### config.mk
export PLATFORM = sky130hd
export DESIGN_NAME = pknn_list
export DESIGN_NICKNAME = d
export VERILOG_FILES = /design/src/rtl/pknn_pkg.sv /design/src/rtl/pknn_list.sv
export SDC_FILE = /design/constraint.sdc
export NUM_CORES = 2
export LEC_CHECK = 0
export BUFFER_PORTS_ARGS = -buffer_cell sky130_fd_sc_hd__buf_2
export CAP_MARGIN = 20
export CELL_PAD_IN_SITES_DETAIL_PLACEMENT = 1
export CELL_PAD_IN_SITES_GLOBAL_PLACEMENT = 1
export CORE_UTILIZATION = 50
export CTS_CLUSTER_SIZE = 14
export DETAILED_ROUTE_END_ITERATION = 8
export PLACE_DENSITY = 0.74
export SLEW_MARGIN = 10
export SYNTH_ARGS = -nofsm -noshare
export SYNTH_HDL_FRONTEND = slang
export SYNTH_SLANG_ARGS = --single-unit
### constraint.sdc
create_clock -name i_clk -period 6.9 [get_ports i_clk]
set_clock_uncertainty 0.2 [all_clocks]
set_input_delay 0.69 -clock i_clk [delete_from_list [all_inputs] [get_ports i_clk]]
set_output_delay 0.69 -clock i_clk [all_outputs]
set_load 0.1 [all_outputs]
### src/rtl/pknn_pkg.sv
// Package for the prior-point k-nearest-neighbor search block.
// Holds widths, defaults, the state type and the item structs; depends on nothing.
package pknn_pkg;

    localparam int COORD_BITS        = 16;
    localparam int INDEX_BITS        = 10;
    localparam int DIST_BITS         = 2 * COORD_BITS + 1;
    localparam int NCOUNT_BITS       = 5;
    localparam logic [NCOUNT_BITS-1:0] NCOUNT_RESET = NCOUNT_BITS'(15);
    localparam int MAX_POINTS_DEF    = 1024;
    localparam int MAX_NEIGHBORS_DEF = 16;

    typedef enum logic [1:0] {
        ST_IDLE,
        ST_SCAN,
        ST_EMIT
    } t_state;

    typedef struct packed {
        logic signed [COORD_BITS-1:0] x_coord;
        logic signed [COORD_BITS-1:0] y_coord;
        logic                         new_set;
    } t_point_in;

    typedef struct packed {
        logic [INDEX_BITS-1:0] point_index;
        logic [INDEX_BITS-1:0] neighbor_index;
        logic [DIST_BITS-1:0]  distance_sq;
        logic                  last_neighbor;
    } t_result;

    // Control from the scan pipeline into the sorted neighbor list.
    typedef struct packed {
        logic                  clear;
        logic                  insert;
        logic [DIST_BITS-1:0]  cand_dist;
        logic [INDEX_BITS-1:0] idx;
    } t_list_ctl;

endpackage

### src/rtl/pknn_list.sv
// Sorted neighbor list kept in a row of compare-and-shift cells.
// Depends on pknn_pkg.
module pknn_list
    import pknn_pkg::*;
#(
    parameter int MAX_NEIGHBORS = MAX_NEIGHBORS_DEF,
    localparam int SEL_W = (MAX_NEIGHBORS > 1) ? $clog2(MAX_NEIGHBORS) : 1,
    localparam int NB_W  = $clog2(MAX_NEIGHBORS + 1)
) (
    input  logic                  i_clk,
    input  logic                  i_rst_n,
    input  t_list_ctl             i_ctl,
    input  logic [SEL_W-1:0]      i_rd_sel,
    output logic [DIST_BITS-1:0]  o_rd_dist,
    output logic [INDEX_BITS-1:0] o_rd_idx
);

    logic [DIST_BITS-1:0]  r_dist [MAX_NEIGHBORS];
    logic [INDEX_BITS-1:0] r_idx  [MAX_NEIGHBORS];
    logic [DIST_BITS-1:0]  n_dist [MAX_NEIGHBORS];
    logic [INDEX_BITS-1:0] n_idx  [MAX_NEIGHBORS];
    logic [NB_W-1:0]       r_fill;
    logic [NB_W-1:0]       n_fill;
    logic [MAX_NEIGHBORS-1:0] gt;

    // An empty cell counts as farther than anything, so a candidate lands at the
    // first cell that is strictly farther; equal distances keep the earlier entry.
    always_comb begin
        for (int p = 0; p < MAX_NEIGHBORS; p++) begin
            gt[p] = (p >= int'(r_fill)) || (r_dist[p] > i_ctl.cand_dist);
        end
        n_dist[0] = gt[0] ? i_ctl.cand_dist : r_dist[0];
        n_idx[0]  = gt[0] ? i_ctl.idx  : r_idx[0];
        for (int p = 1; p < MAX_NEIGHBORS; p++) begin
            if (gt[p]) begin
                n_dist[p] = gt[p-1] ? r_dist[p-1] : i_ctl.cand_dist;
                n_idx[p]  = gt[p-1] ? r_idx[p-1]  : i_ctl.idx;
            end else begin
                n_dist[p] = r_dist[p];
                n_idx[p]  = r_idx[p];
            end
        end
        n_fill = r_fill;
        if (i_ctl.clear) begin
            n_fill = '0;
        end else if (i_ctl.insert && (r_fill != NB_W'(MAX_NEIGHBORS))) begin
            n_fill = r_fill + NB_W'(1);
        end
    end

    always_ff @(posedge i_clk) begin
        if (!i_rst_n) begin
            r_fill <= '0;
        end else begin
            r_fill <= n_fill;
        end
    end

    always_ff @(posedge i_clk) begin
        if (i_ctl.insert) begin
            r_dist <= n_dist;
            r_idx  <= n_idx;
        end
    end

    assign o_rd_dist = r_dist[i_rd_sel];
    assign o_rd_idx  = r_idx[i_rd_sel];

endmodule

==> impl_metrics.csv <==
group,metric,value,unit
sta,slew_headroom,18.10,%
yosys,synth_warnings,0,
yosys,synth_area,45860,sq um
clocking,cts_resized,0,
die,initial_core_util,50.71,%
min_path,holdCritPathClass,"in -> reg",
sta,finalHoldViolations,0,
layout,fillers,8515,
pwr,sw_frac_of_total,29.34,%
clocking,post_cts_buffers,0,
route,ant_nets,0,
clocking,cts_hold_buf,0,
run,maxCapViolCount,0,
layout,layout_commonest_cell,"edfxtp_1",
setup_path,path_class,"in -> reg",
place,routabilityCongestion,0.9764,
die,ios,94,
yosys,synth-seq-cells,693,
pwr,power.share.clock,39.1,%
die,die_h,304.8,um
layout,utilization,55.98,%
pwr,p_leak,18.92,nW
layout,syn2layout_area_growth,10.39,%
grt,grt_start_max_net_pins,80,
pwr,irDropWorstVdd,0.2118,mV
route,post-route-drc-count,0,
route,routed_wl,178700,um
yosys,synth_area_leaders,"edfxtp_1 45%, ha_1 14%, mux2_2 14%",
sta,period_share,76.60,%
sta,fin_crit,5.285,ns
yosys,yosysUniqueCellTypes,74,
route,viasPerCell,7.182,
clocking,cts.sink_count,693,
setup_path,cp.required,7.12,ns
sta,grt_setup_unrepaired,"false",
layout,stdcell_count,4536,
clocking,cts_tree,"done",
setup_path,crit_path_end_kind,"flip-flop",
setup_path,arrival,5.50,ns
layout,final_cell_mix,"688 x edfxtp_1, 570 x mux2_2, 531 x ha_1",
yosys,syn-num-nets,3777,
place,dp_hpwl,121900,um
yosys,ys_async_sr_fraction,0,%
layout,layout-drive-gt1-share,34.56,%
pwr,seqPwrFrac,43.6,%
yosys,synth_top_area_share,45.05,%
sta,setup_violations,0,
layout,fin_nets,3873,
pwr,p_comb_share,17.2,%
route,drt-pass1-iter-count,8,
pwr,total_power,11.82,mW
yosys,synth-edff-count,688,
die,num_rows,110,
sta,slew_violations,0,
grt,overflow,0,
clocking,clk_pin_slew,0.06,ns
clocking,clockRootBuffer,"clkbuf_16",
setup_path,critical_path.max_fanout,43,
layout,multiInputGateArea,24150,sq um
grt,grt_pass1_vias,33410,
grt,grt_usage,38.51,%
clocking,worstSkewPairLatency,0.69,ns
place,place_inst,4382,
clocking,cts.htree.levels,3,
layout,seqCellArea,20760,sq um
sta,setup_tns,0,ns
pwr,power.density,233.4,nW/um^2
yosys,synth_area_per_cell,14.35,sq um
grt,antenna_found_initial,8,
outcome,status,"complete, no violations",
setup_path,cp-start-kind,"input port",
die,core_area,90420,sq um
yosys,synth_cells,3195,
clocking,clk_path_buf_depth,3,
route,drt_iter0_markers,3654,
pwr,p_int,8.349,mW
sta,max_freq,189.2,MHz
place,portBuffers,93,
sta,worst_slew_pin_slew,1.219,ns
clocking,cts-buffers-inserted,81,
route,avgRoutedWirePerCell,39.39,um
route,vias,32580,
yosys,ys_seq_area_share,45.27,%
die,dieArea,92930,sq um
yosys,ys.flop_type,"edfxtp_1",
grt,grt_pass1_wl,254300,um
die,die_x,304.8,um
yosys,yosysTopAreaCell,"edfxtp_1",
pwr,p_sw,3.468,mW
power by group through the flow:
stage	combinational (mW)	sequential [mW]	clock, mW
global route	2.16	5.17	4.76
CTS	2.01	5.14	4.66
global placement	1.92	5.21	0
floorplan	1.35	5.10	0
detailed placement	1.99	5.23	0
finish	2.04	5.16	4.62
worst max-delay path: stages:
cell	delay, ns
buf_2	0.26
inv_1	0.41
ha_1	0.46
nand4_1	0.50
nor4_1	1.05
nand3_1	0.19
o221ai_1	0.24
nor3_1	0.11
a31oi_4	0.17
buf_4	0.90
mux2_2	0.44
cells in the mapped netlist, types with 13 or more instances:
master / instances
edfxtp_1: 688
mux2_2: 570
nor3_1: 36
buf_2: 32
ha_1: 531
a221oi_1: 15
mux4_2: 215
buf_6: 28
buf_1: 13
nor2_1: 60
a21o_1: 29
o21ai_0: 77
and4_1: 13
clkbuf_1: 72
a211oi_1: 34
nand3_1: 53
mux2_1: 32
mux2_4: 42
nand4_1: 108
a21oi_1: 186
nand2_1: 122
inv_1: 75
nor4_1: 15
final timing paths:
check,slack (ns),start,to,cells past startpoint
max reg2reg,1.95,r_dist[294],r_idx[73],9
min reg2reg,0.38,r_idx[54],r_idx[44],1
max,1.61,i_ctl[40],r_idx[73],11
min,0.20,i_ctl[9],r_idx[159],1
layout make-up:
cell class	count	area share, %
tap	1176	2.907
clock inverter	55	1.273
inverter	75	0.5561
timing repair buffer	171	2.351
sequential	693	41.01
multi-input combinational	2269	47.70
clock buffer	96	4.199
antenna	1	0.004943
per-layer routing:
layer	share of wire, %	wire length, um	GRT usage, %
met5	0.034	60	0
met4	5.0	9006	16.93
met3	9.0	16150	8.490
met2	45	81080	59.44
met1	41	72400	52.17
cell families after synthesis:
| kind of cell | share of synthesized area [%] |
|---|---|
| simple gates | 5.269 |
| compound gates | 5.602 |
| mux | 26.74 |
| flops | 45.27 |
| buf+inv | 2.554 |
| fa+ha+maj | 14.49 |
| xor+xnor | 0.07641 |
per-stage QoR:
stage / setup slack [ns] / hold slack (ns) / cell area [sq um]
global route: 1.703 / 0.1954 / 50620
CTS: 1.915 / 0.1636 / 50560
finish: 1.615 / 0.1959 / 50620
detailed placement: 1.200 / 0.3611 / 47790
global placement: 1.248 / 0.3493 / 47790
floorplan: 1.395 / 0.3445 / 45860
flip-flops by register name, indices dropped and copies added, names as in the netlist:
name / flops
r_fill: 5
r_dist: 528
r_idx: 160
Power figures use the tool's default switching activity.
